## src/rtl/rrtq_pkg.sv

```systemverilog
`default_nettype none

package rrtq_pkg;

   // fixed field widths
   localparam int ID_W     = 8;
   localparam int OP_W     = 2;
   localparam int STATUS_W = 2;

   // default list depth
   localparam int MAX_TASKS_DEF = 16;

   // operation codes
   localparam logic [OP_W-1:0] OP_ENQUEUE  = 2'd0;
   localparam logic [OP_W-1:0] OP_DEQUEUE  = 2'd1;
   localparam logic [OP_W-1:0] OP_SCHEDULE = 2'd2;

   // status codes
   localparam logic [STATUS_W-1:0] STATUS_OK       = 2'd0;
   localparam logic [STATUS_W-1:0] STATUS_EMPTY    = 2'd1;
   localparam logic [STATUS_W-1:0] STATUS_FULL     = 2'd2;
   localparam logic [STATUS_W-1:0] STATUS_NOTFOUND = 2'd3;

   // sequencer states
   typedef enum logic [2:0] {
      S_IDLE,
      S_SCHED,
      S_SEARCH,
      S_SHIFT,
      S_REPLY
   } state_type;

endpackage

`default_nettype wire

```

## src/rtl/rrtq_ram.sv

```systemverilog
`default_nettype none

module rrtq_ram #(
   parameter int WIDTH = 8,
   parameter int DEPTH = 16,
   localparam int ADDR_W = (DEPTH > 1) ? $clog2(DEPTH) : 1
) (
   input  wire logic              clock,
   input  wire logic              wr_en,
   input  wire logic [ADDR_W-1:0] wr_addr,
   input  wire logic [WIDTH-1:0]  wr_data,
   input  wire logic [ADDR_W-1:0] rd_addr,
   output logic      [WIDTH-1:0]  rd_data
);

   logic [WIDTH-1:0] mem_ff [DEPTH];
   logic [WIDTH-1:0] rd_data_ff;

   // one write port, one registered read port
   always_ff @(posedge clock) begin
      if (wr_en) begin
         mem_ff[wr_addr] <= wr_data;
      end
      rd_data_ff <= mem_ff[rd_addr];
   end

   assign rd_data = rd_data_ff;

endmodule

`default_nettype wire

```

## src/rtl/round_robin_task_queue_core.sv

```systemverilog
// Enqueue goes from idle straight to the reply state; schedule first reads the entry under the new cursor.
// Dequeue searches and then closes the gap (straight to reply on an empty list): the one-entry-per-cycle
// search and gap closing over the list memory read port visit each held entry once.
// One request at a time; the next is taken once the result is in the output register.
// Synchronous active-high reset empties the list, clears cursor and running task;
// list memory contents are not cleared.
`default_nettype none

module round_robin_task_queue_core #(
   parameter int MAX_TASKS = rrtq_pkg::MAX_TASKS_DEF
) (
   input  wire logic                              clock,
   input  wire logic                              reset,
   input  wire logic                              req_valid,
   output logic                                   req_ready,
   input  wire logic [rrtq_pkg::OP_W-1:0]         req_op,
   input  wire logic [rrtq_pkg::ID_W-1:0]         req_task_id,
   output logic                                   rsp_valid,
   input  wire logic                              rsp_ready,
   output logic      [rrtq_pkg::STATUS_W-1:0]     rsp_status,
   output logic      [rrtq_pkg::ID_W-1:0]         rsp_chosen_id,
   output logic      [rrtq_pkg::ID_W-1:0]         rsp_previous_id,
   output logic                                   rsp_switch_needed,
   output logic      [$clog2(MAX_TASKS+1)-1:0]    rsp_entries_used
);

   import rrtq_pkg::*;

   localparam int IDX_W = $clog2(MAX_TASKS);
   localparam int CNT_W = $clog2(MAX_TASKS + 1);
   localparam int SUM_W = CNT_W + 1;
   localparam logic [CNT_W-1:0] FULL_CNT = CNT_W'(MAX_TASKS);

   state_type           state_ff, state_in;
   logic [CNT_W-1:0]    fill_ff, fill_in;
   logic [IDX_W-1:0]    cursor_ff, cursor_in;
   logic [ID_W-1:0]     running_id_ff, running_id_in;
   logic                running_valid_ff, running_valid_in;
   logic [ID_W-1:0]     prior_id_ff, prior_id_in;
   logic [ID_W-1:0]     key_ff, key_in;
   logic [IDX_W-1:0]    idx_ff, idx_in;
   logic [IDX_W-1:0]    hit_ff, hit_in;
   logic [STATUS_W-1:0] res_status_ff, res_status_in;
   logic                res_sched_ff, res_sched_in;
   logic                res_switch_ff, res_switch_in;

   logic                rsp_valid_ff, rsp_valid_in;
   logic [STATUS_W-1:0] rsp_status_ff, rsp_status_in;
   logic [ID_W-1:0]     rsp_chosen_ff, rsp_chosen_in;
   logic [ID_W-1:0]     rsp_previous_ff, rsp_previous_in;
   logic                rsp_switch_ff, rsp_switch_in;
   logic [CNT_W-1:0]    rsp_used_ff, rsp_used_in;

   logic                ram_we;
   logic [IDX_W-1:0]    ram_waddr;
   logic [ID_W-1:0]     ram_wdata;
   logic [IDX_W-1:0]    ram_raddr;
   logic [ID_W-1:0]     ram_rdata;

   logic [SUM_W-1:0]    cursor_inc;
   logic [SUM_W-1:0]    idx_inc;
   logic [SUM_W-1:0]    idx_inc2;
   logic [IDX_W-1:0]    hit_sel;
   logic [IDX_W-1:0]    cursor_drop;
   logic                rsp_load;

   // list storage
   rrtq_ram #(
      .WIDTH (ID_W),
      .DEPTH (MAX_TASKS)
   ) u_list (
      .clock   (clock),
      .wr_en   (ram_we),
      .wr_addr (ram_waddr),
      .wr_data (ram_wdata),
      .rd_addr (ram_raddr),
      .rd_data (ram_rdata)
   );

   // index adders for cursor and search index
   assign cursor_inc = SUM_W'(cursor_ff) + SUM_W'(1);
   assign idx_inc    = SUM_W'(idx_ff) + SUM_W'(1);
   assign idx_inc2   = SUM_W'(idx_ff) + SUM_W'(2);

   // cursor after a removal
   assign hit_sel = (state_ff == S_SEARCH) ? idx_ff : hit_ff;

   always_comb begin
      if (fill_ff == CNT_W'(1)) begin
         cursor_drop = '0;
      end else if (hit_sel == cursor_ff) begin
         cursor_drop = '0;
      end else if (hit_sel < cursor_ff) begin
         cursor_drop = cursor_ff - IDX_W'(1);
      end else begin
         cursor_drop = cursor_ff;
      end
   end

   assign rsp_load = (state_ff == S_REPLY) && (!rsp_valid_ff || rsp_ready);

   // sequencer next state and outputs
   always_comb begin
      state_in         = state_ff;
      fill_in          = fill_ff;
      cursor_in        = cursor_ff;
      running_id_in    = running_id_ff;
      running_valid_in = running_valid_ff;
      prior_id_in      = prior_id_ff;
      key_in           = key_ff;
      idx_in           = idx_ff;
      hit_in           = hit_ff;
      res_status_in    = res_status_ff;
      res_sched_in     = res_sched_ff;
      res_switch_in    = res_switch_ff;
      ram_we           = 1'b0;
      ram_waddr        = fill_ff[IDX_W-1:0];
      ram_wdata        = req_task_id;
      ram_raddr        = idx_ff;
      req_ready        = 1'b0;

      case (state_ff)
         S_IDLE: begin
            req_ready = 1'b1;
            if (req_valid) begin
               res_status_in = STATUS_OK;
               res_sched_in  = 1'b0;
               res_switch_in = 1'b0;
               state_in      = S_REPLY;
               case (req_op)
                  OP_ENQUEUE: begin
                     if (fill_ff == FULL_CNT) begin
                        res_status_in = STATUS_FULL;
                     end else begin
                        ram_we  = 1'b1;
                        fill_in = fill_ff + CNT_W'(1);
                        if (fill_ff == '0) begin
                           cursor_in = '0;
                        end
                     end
                  end
                  OP_DEQUEUE: begin
                     if (fill_ff == '0) begin
                        res_status_in = STATUS_EMPTY;
                     end else begin
                        key_in    = req_task_id;
                        idx_in    = '0;
                        ram_raddr = '0;
                        state_in  = S_SEARCH;
                     end
                  end
                  OP_SCHEDULE: begin
                     if (fill_ff == '0) begin
                        res_status_in = STATUS_EMPTY;
                     end else begin
                        if (cursor_inc >= SUM_W'(fill_ff)) begin
                           cursor_in = '0;
                        end else begin
                           cursor_in = cursor_inc[IDX_W-1:0];
                        end
                        ram_raddr = cursor_in;
                        state_in  = S_SCHED;
                     end
                  end
                  default: begin
                  end
               endcase
            end
         end

         // entry under the new cursor is on the read port
         S_SCHED: begin
            running_id_in    = ram_rdata;
            running_valid_in = 1'b1;
            res_sched_in     = 1'b1;
            if (running_valid_ff) begin
               prior_id_in   = running_id_ff;
               res_switch_in = 1'b1;
            end
            state_in = S_REPLY;
         end

         // one entry compared per cycle
         S_SEARCH: begin
            if (ram_rdata == key_ff) begin
               hit_in = idx_ff;
               if (idx_inc < SUM_W'(fill_ff)) begin
                  ram_raddr = idx_inc[IDX_W-1:0];
                  state_in  = S_SHIFT;
               end else begin
                  fill_in   = fill_ff - CNT_W'(1);
                  cursor_in = cursor_drop;
                  state_in  = S_REPLY;
               end
            end else if (idx_inc >= SUM_W'(fill_ff)) begin
               res_status_in = STATUS_NOTFOUND;
               state_in      = S_REPLY;
            end else begin
               idx_in    = idx_inc[IDX_W-1:0];
               ram_raddr = idx_inc[IDX_W-1:0];
            end
         end

         // move the next entry down one place per cycle
         S_SHIFT: begin
            ram_we    = 1'b1;
            ram_waddr = idx_ff;
            ram_wdata = ram_rdata;
            if (idx_inc2 < SUM_W'(fill_ff)) begin
               ram_raddr = idx_inc2[IDX_W-1:0];
               idx_in    = idx_inc[IDX_W-1:0];
            end else begin
               fill_in   = fill_ff - CNT_W'(1);
               cursor_in = cursor_drop;
               state_in  = S_REPLY;
            end
         end

         S_REPLY: begin
            if (rsp_load) begin
               state_in = S_IDLE;
            end
         end

         default: begin
            state_in = S_IDLE;
         end
      endcase
   end

   // output register
   always_comb begin
      rsp_valid_in    = rsp_valid_ff;
      rsp_status_in   = rsp_status_ff;
      rsp_chosen_in   = rsp_chosen_ff;
      rsp_previous_in = rsp_previous_ff;
      rsp_switch_in   = rsp_switch_ff;
      rsp_used_in     = rsp_used_ff;
      if (rsp_load) begin
         rsp_valid_in    = 1'b1;
         rsp_status_in   = res_status_ff;
         rsp_chosen_in   = res_sched_ff ? running_id_ff : '0;
         rsp_previous_in = res_switch_ff ? prior_id_ff : '0;
         rsp_switch_in   = res_switch_ff;
         rsp_used_in     = fill_ff;
      end else if (rsp_ready) begin
         rsp_valid_in = 1'b0;
      end
   end

   // control state
   always_ff @(posedge clock) begin
      if (reset) begin
         state_ff         <= S_IDLE;
         fill_ff          <= '0;
         cursor_ff        <= '0;
         running_id_ff    <= '0;
         running_valid_ff <= 1'b0;
         prior_id_ff      <= '0;
         rsp_valid_ff     <= 1'b0;
      end else begin
         state_ff         <= state_in;
         fill_ff          <= fill_in;
         cursor_ff        <= cursor_in;
         running_id_ff    <= running_id_in;
         running_valid_ff <= running_valid_in;
         prior_id_ff      <= prior_id_in;
         rsp_valid_ff     <= rsp_valid_in;
      end
   end

   // working and result payload
   always_ff @(posedge clock) begin
      key_ff          <= key_in;
      idx_ff          <= idx_in;
      hit_ff          <= hit_in;
      res_status_ff   <= res_status_in;
      res_sched_ff    <= res_sched_in;
      res_switch_ff   <= res_switch_in;
      rsp_status_ff   <= rsp_status_in;
      rsp_chosen_ff   <= rsp_chosen_in;
      rsp_previous_ff <= rsp_previous_in;
      rsp_switch_ff   <= rsp_switch_in;
      rsp_used_ff     <= rsp_used_in;
   end

   assign rsp_valid         = rsp_valid_ff;
   assign rsp_status        = rsp_status_ff;
   assign rsp_chosen_id     = rsp_chosen_ff;
   assign rsp_previous_id   = rsp_previous_ff;
   assign rsp_switch_needed = rsp_switch_ff;
   assign rsp_entries_used  = rsp_used_ff;

   // list never overfills
   a_fill_bound: assert property (@(posedge clock) disable iff (reset)
      fill_ff <= FULL_CNT)
      else $error("fill count above list depth");

   // cursor stays inside the list, at the head when empty
   a_cursor_range: assert property (@(posedge clock) disable iff (reset)
      (SUM_W'(cursor_ff) < SUM_W'(fill_ff)) || (fill_ff == '0 && cursor_ff == '0))
      else $error("cursor outside the list");

   // fill count moves by at most one per cycle
   a_fill_step: assert property (@(posedge clock) disable iff (reset)
      1'b1 |=> (fill_ff == $past(fill_ff) || fill_ff == $past(fill_ff) + CNT_W'(1)
                || fill_ff == $past(fill_ff) - CNT_W'(1)))
      else $error("fill count jumped");

   // search index stays below the fill count
   a_search_range: assert property (@(posedge clock) disable iff (reset)
      (state_ff == S_SEARCH || state_ff == S_SHIFT) |-> SUM_W'(idx_ff) < SUM_W'(fill_ff))
      else $error("search index beyond list");

   // full status only reported on a full list
   a_full_status: assert property (@(posedge clock) disable iff (reset)
      (rsp_load && res_status_ff == STATUS_FULL) |-> fill_ff == FULL_CNT)
      else $error("full status on a list with room");

endmodule

`default_nettype wire
```

## config.mk

```make
export PLATFORM = sky130hd
export DESIGN_NAME = round_robin_task_queue_core
export DESIGN_NICKNAME = d
export VERILOG_FILES = /design/src/rtl/rrtq_pkg.sv /design/src/rtl/rrtq_ram.sv /design/src/rtl/round_robin_task_queue_core.sv
export SDC_FILE = /design/constraint.sdc
export NUM_CORES = 1
export LEC_CHECK = 0
export BUFFER_PORTS_ARGS = -buffer_cell sky130_fd_sc_hd__buf_4
export CAP_MARGIN = 20
export CORE_MARGIN = 8
export CORE_UTILIZATION = 60
export CTS_CLUSTER_DIAMETER = 80
export DETAILED_ROUTE_END_ITERATION = 8
export GPL_ROUTABILITY_DRIVEN = 0
export MAX_ROUTING_LAYER = met4
export PLACE_DENSITY = 0.78
export SKIP_CTS_REPAIR_TIMING = 1
export SKIP_LAST_GASP = 1
export SLEW_MARGIN = 10
export SYNTH_ARGS = -nofsm -noshare
export SYNTH_HDL_FRONTEND = slang
export SYNTH_SLANG_ARGS = --single-unit
```

## constraint.sdc

```tcl
create_clock -name clock -period 3.4 [get_ports clock]
set_input_delay 0.68 -clock clock [delete_from_list [all_inputs] [get_ports clock]]
set_output_delay 0.68 -clock clock [all_outputs]
set_load 0.03 [all_outputs]
```

## Yosys cells after proc, flatten, opt, wreduce, memory -nomap -nowiden

Memories as Yosys holds them, arrays and structs flattened. A register that Yosys moved wholly into a read port is not among the register bits.
Cells that the tools add are included.

- Memories kept: 1
- Word-level logic and storage cells: 146
- Memory bits (writable): 128
- Output and inout bits: 26
- Bits in registers: 74

Memory list:

| memory | depth | bits a word | rd ports | clocked after memory_dff | write ports | line | RTL |
|---|---|---|---|---|---|---|---|
| u_list.mem_ff | 16 | 8 | 1 | 1 | 1 | rrtq_ram.sv:16 | `logic [WIDTH-1:0] mem_ff [DEPTH];` |

- Multiplexer cells: 67
- $lt $le $gt $ge: 5
- Bitwise gates (word level): 1
- Equal/unequal tests: 27
- $add $sub $neg: 6
- Reduce and logical (&&, ||, !) cells: 21

Operators with widths:

| cell | number |
|---|---|
| 2-to-1 mux 4 bit | 24 |
| case mux 4 bit (3 select lines) | 3 |
| 2-to-1 mux 5 bit | 6 |
| 2-to-1 mux 3 bit | 8 |
| != test 2 bit, second input constant | 8 |
| case mux 4 bit (2 select lines) | 2 |
| case mux 3 bit (5 select lines) | 1 |
| case mux 5 bit (3 select lines) | 1 |
| AND reduction 4 bit | 3 |
| 2-to-1 mux 1 bit | 11 |
| adder 4 x 1 -> 5 bit, second input constant | 2 |
| greater-or-equal comparator 5 bit | 2 |
| < comparator 5 bit | 2 |
| != test 3 bit, second input constant | 3 |
| AND reduction 9 bit | 1 |
| == test 8 bit | 1 |
| 2-to-1 mux 2 bit | 4 |
| 2-to-1 mux 8 bit | 1 |
| != test 2 x 1 -> 1 bit, second input constant | 4 |
| case mux 2 bit (2 select lines) | 2 |
| AND reduction 7 bit | 1 |
| == test 3 x 2 -> 1 bit, second input constant | 2 |
| != test 3 x 1 -> 1 bit, second input constant | 2 |
| case mux 1 bit (2 select lines) | 3 |
| other kinds (26) | 30 |

## Longest topological paths before layout

- Depth in word-level cells: 9
- Depth in mapped cells: 15

## By module

A second synthesis with hierarchy kept.

- Cell total of the unflattened synthesis: 691
- Area total of the unflattened synthesis: 9444.1 um^2

Modules (own cells, without submodules):

| module | times used | cells an instance | area each (um^2) |
|---|---|---|---|
| rrtq_ram | 1 | 229 | 5147.4 |
| round_robin_task_queue_core | 1 | 462 | 4296.6 |

## Worst setup path after synthesis

No wires, ideal clock.

- Path type: flip-flop to flip-flop
- From: register idx_ff[1]
- To: register u_list.rd_data_ff[0] (netlist: u_list.rd_data[0]), read port of u_list.mem_ff
- Cell stages (with the launch flop): 15
- Arrival: 2.906 ns
- Period minus slack after synthesis: 3.042 ns
- Setup time: 0.136 ns
- Setup slack: 0.358 ns
- Required time: 3.264 ns
- Path buffers: 1
- Path through: edfxtp_1 ha_1 nand2_1 xnor2_1 ha_1 and3_1 and3b_1 nor3_1 nor3_1 o21ai_0 nand4b_1 nor2b_1 buf_2 a22oi_1 o221ai_1

- Cells in the longest elaborated chain, start to end: 5
- Elaborated cells on any way between the ends: 14
- Those cells by class: add/sub: 2; order compare: 3; mux: 9

Ends and longest elaborated chain:

| item | line | RTL |
|---|---|---|
| start: declaration | round_robin_task_queue_core.sv:41 | `logic [IDX_W-1:0] idx_ff, idx_in;` |
| start signal: assignment | round_robin_task_queue_core.sv:275 | `idx_ff <= idx_in;` |
| adder 4 x 1 -> 5 bit | round_robin_task_queue_core.sv:82 | `assign idx_inc = SUM_W'(idx_ff) + SUM_W'(1);` |
| greater-or-equal comparator 5 bit or < comparator 5 bit (tied branches) | round_robin_task_queue_core.sv:195, round_robin_task_queue_core.sv:187 |  |
| 2-to-1 mux 4 bit, on equally long branches | n/a |  |
| 2-to-1 mux 4 bit | round_robin_task_queue_core.sv:185 | `if (ram_rdata == key_ff) begin` |
| case mux 4 bit (3 select lines) (*) | round_robin_task_queue_core.sv:122 | `case (state_ff)` |
| end: declaration | rrtq_ram.sv:17 | `logic [WIDTH-1:0] rd_data_ff;` |

Every way passes the cells marked *; elsewhere a longest branch is shown, timed or not.
A chain may end at the register's enable or synchronous reset.

## Worst setup path after layout

- From: register idx_ff[1]
- To: register u_list.rd_data_ff[3] (netlist: u_list.rd_data[3]), read port of u_list.mem_ff

The elaborated chain is that of the path after synthesis.

==> impl_metrics.tcl <==
set metrics [dict create \
    outcome "finished clean" \
    reg2reg_to "u_list.rd_data[3]$_DFF_P_" \
    clock_latency_ns 0.52 \
    arrival_ns 3.79 \
    r2r_slack_ns 0.04 \
    max-cap-violations 0 \
    route.met3.wl_mm 2.127 \
    nets 941 \
    ys.flop_type "edfxtp_1" \
    power.switching_uw 3531 \
    synth_edf_count 172 \
    netSwitchingFraction 0.3745 \
    crit_path_end_kind "register" \
    leakagePower_uw 0.004147 \
    cts.path.max_buffers 3 \
    yosysSeqAreaShare 0.6151 \
    timing.hold.ws_ns 0.3591 \
    cts_buffers 22 \
    instances_no_fill 1129 \
    fmax_ghz 0.2974 \
    hold_violations 0 \
    fill_cells 1108 \
    grt_pass1_wl_mm 36.15 \
    wl_per_cell_um 21.25 \
    internal-power_uw 5898 \
    syn_inst 824 \
    synth_cell_type_count 72 \
    hold_class "input port to register" \
    vdd_drop_max_mv 0.5357 \
    antenna_found_initial 0 \
    die_area_um2 20370 \
    slew-limit-headroom 0.4938 \
    num_antenna_cells 0 \
    required_ns 3.83 \
    setup_viol 0 \
    grtUsageTotal 0.2338 \
    seq_power_share 0.342 \
    r2r-start "idx_ff[1]$_DFFE_PP_" \
    initial_core_util 0.6108 \
    clock_sinks 210 \
    cts_tree "done" \
    drc 0 \
    met1Wirelength_mm 9.024 \
    period_needed_ns 3.363 \
    syn-cell-area_um2 9633 \
    hold_end "key_ff[7]$_DFFE_PP_" \
    critPathLaunchType "register" \
    cellPowerDensity_nw_per_um2 839.7 \
    slew_violations 0 \
    dieWidth_um 142.7 \
    grt_pass1_vias 6800 \
    drtAntennaViolNets 0 \
    yosysWarnings 0 \
    avgViaCountPerCell 6.318 \
    synth-seq-cells 210 \
    cp_max_fo 23 \
    highest_layer "met4" \
    grt-ovfl-total 0 \
    synth_area_per_cell_um2 11.69 \
    clk_pin_slew_ns 0.06 \
    layout-drive-gt1-share 0.1818 \
    cts_root_buf "clkbuf_16" \
    worstMarginPinSlew_ns 0.7575 \
    num_vias 7133 \
    ys_top_cells_by_area "edfxtp_1, dfxtp_1, nand2_1" \
    numPortBuffers 39 \
    dp_hpwl_mm 15.94 \
    drt-initial-drc-count 866 \
    grt_max_degree 65 \
    slowest_delay_ns 0.48 \
    combPwrFrac 0.407 \
    whs_path_depth 1 \
    clock_skew_ns 0.01777 \
    pwr-share-clk 0.251 \
    routed_wirelength_mm 23.99 \
    critical_path_class "register to register" \
    wl_met2_mm 11.71 \
    dp_cells 1082 \
    slowest_stage "edfxtp_1" \
    path_cells "ha_4, nand2_1, xnor2_2, ha_1, and3_1, o21ai_1, a21oi_1, a211oi_2, and3_4, clkbuf_16, a21oi_2, a32oi_1, a22oi_1, o221ai_1" \
    yosys.area.top_type_share 0.5362 \
    num_io_pins 40 \
    hp-start "req_task_id[7]" \
    htreeDepth 1 \
    reg2regPathDepth 14 \
    fp-row-count 46 \
    fp.dieH_um 142.7 \
    fin_crit_sh 0.9891 \
    dr.pass1.iters 6 \
    async_flop_share 0 \
    yosysTopAreaCell "edfxtp_1" \
    syn-num-nets 868 \
    coreArea_um2 15770 \
    area_growth_pct 16.56 \
]
==> stage by stage <==
step	power, µW	utilization	TNS [ns]	worst slack, ns	instance area (µm²)
6_report	9429	0.7120	0	0.03703	11230
5_1_grt	9838	0.7120	-0.6121	-0.09965	11230
3_5_place_dp	6640	0.6546	0	0.01310	10320
3_3_place_gp	6516	0.6546	0	0.1849	10320
4_1_cts	9032	0.7010	-0.004148	-0.002387	11060
2_1_floorplan	5652	-	0	0.3583	9633
==> cell type report <==
class	count	area [µm²]	share of cell area
timing repair buffer	92	767.0	0.06831
clock inverter	15	160.2	0.01426
sequential	210	5926	0.5277
clock buffer	25	571.8	0.05092
multi-input combinational	555	3468	0.3089
tap	216	270.3	0.02407
inverter	16	65.06	0.005795
==> worst max-delay path, delay by kind of cell (launching register included) <==
kind | cells | cell delay [ns]
simple gates | 3 | 0.65
buf+inv | 1 | 0.23
flops | 1 | 0.48
compound gates | 7 | 1.27
fa+ha+maj | 2 | 0.50
xor+xnor | 1 | 0.14
==> cell usage in the layout (no fill, tap or decap), types with 4 or more instances in the layout <==
cell type / synthesis / routed
ha_1: 30 / 28
a21oi_1: 59 / 58
clkinv_2: 0 / 4
and3_1: 9 / 8
mux2i_1: 12 / 12
and2_1: 19 / 19
nor2b_1: 5 / 4
a211oi_1: 7 / 6
clkbuf_16: 0 / 24
o21ai_0: 15 / 14
a22oi_1: 8 / 8
buf_4: 2 / 86
dfxtp_1: 38 / 38
a31oi_1: 6 / 6
a21oi_2: 5 / 6
xor2_1: 11 / 11
clkinv_1: 0 / 4
nand2b_1: 6 / 5
edfxtp_1: 172 / 172
nand2_1: 174 / 174
inv_1: 15 / 15
nand3_1: 14 / 13
o221ai_1: 8 / 8
nor3_1: 16 / 15
nor2_1: 55 / 53
a32oi_1: 16 / 16
xnor2_1: 6 / 5
a32o_1: 16 / 16
==> cell families (layout without fill, tap and decap cells) <==
logic type,Yosys count,after routing,share of synthesized area
adders and majority gates,30,30,0.03897
muxes,12,12,0.01247
AOI/OAI and AO/OA,171,171,0.1275
DFF,210,210,0.6151
xor gates and xnor gates,17,17,0.01546
buffers and inverters,59,148,0.03429
and+or+nand+nor,325,325,0.1561
==> sequential cells by signal, indices dropped and copies added (netlist names), 5 cells and up <==
name and count:
u_list.mem_ff 128, key_ff 8, prior_id_ff 8, rsp_chosen_id 8, rsp_previous_id 8, running_id_ff 8, u_list.rd_data 8, fill_ff 5
rsp_entries_used 5
==> how the worst max path moves through the flow <==
stage                     slack, ns  depth (start not counted)                 from                         to
after floorplan                0.36                         14  idx_ff[1]$_DFFE_PP_  u_list.rd_data[0]$_DFF_P_
after global placement         0.18                         13  idx_ff[1]$_DFFE_PP_  u_list.rd_data[2]$_DFF_P_
after global routing           -0.1                         13  idx_ff[1]$_DFFE_PP_  u_list.rd_data[6]$_DFF_P_
after detailed placement       0.01                         13  idx_ff[1]$_DFFE_PP_  u_list.rd_data[1]$_DFF_P_
final                          0.04                         14  idx_ff[1]$_DFFE_PP_  u_list.rd_data[3]$_DFF_P_
after CTS                    -0.002                         13  idx_ff[1]$_DFFE_PP_  u_list.rd_data[3]$_DFF_P_
==> power by group through the flow <==
stage                     Clock (µW)  Sequential, µW  Combinational [µW]
after global placement             0            3250                3260
final                           2360            3220                3840
after floorplan                    0            3290                2360
after global routing            2510            3240                4090
after CTS                       2400            3210                3430
after detailed placement           0            3260                3380
==> metal layers <==
metal  global-route usage  vias up
li1                     -     3190
met1               0.2767     3420
met2               0.3850      427
met3              0.03907       96
met4               0.1113        0
met5                    -        -
==> Yosys cell counts (2+ instances only) <==
master,instances
a22o_1,2
buf_1,4
o21ai_0,15
mux2i_1,12
a21oi_2,5
nor2b_1,5
edfxtp_1,172
buf_2,13
nand2_1,174
a211oi_1,7
o221a_2,2
nand3_1,14
o22ai_1,3
a32o_1,16
buf_4,2
a32oi_1,16
nor2_1,55
a31oi_1,6
nor4_2,2
clkbuf_1,13
o31ai_1,3
nand3b_1,2
buf_6,10
and2_1,19
a21o_1,3
o221ai_1,8
inv_1,15
and3_1,9
nand4_1,3
or3_1,2
a22oi_1,8
dfxtp_1,38
ha_1,30
nand2b_1,6
nor3_1,16
xnor2_1,6
and3b_1,2
xor2_1,11
nor3b_1,4
a21oi_1,59
No activity file was read; power rests on OpenSTA's default activity.
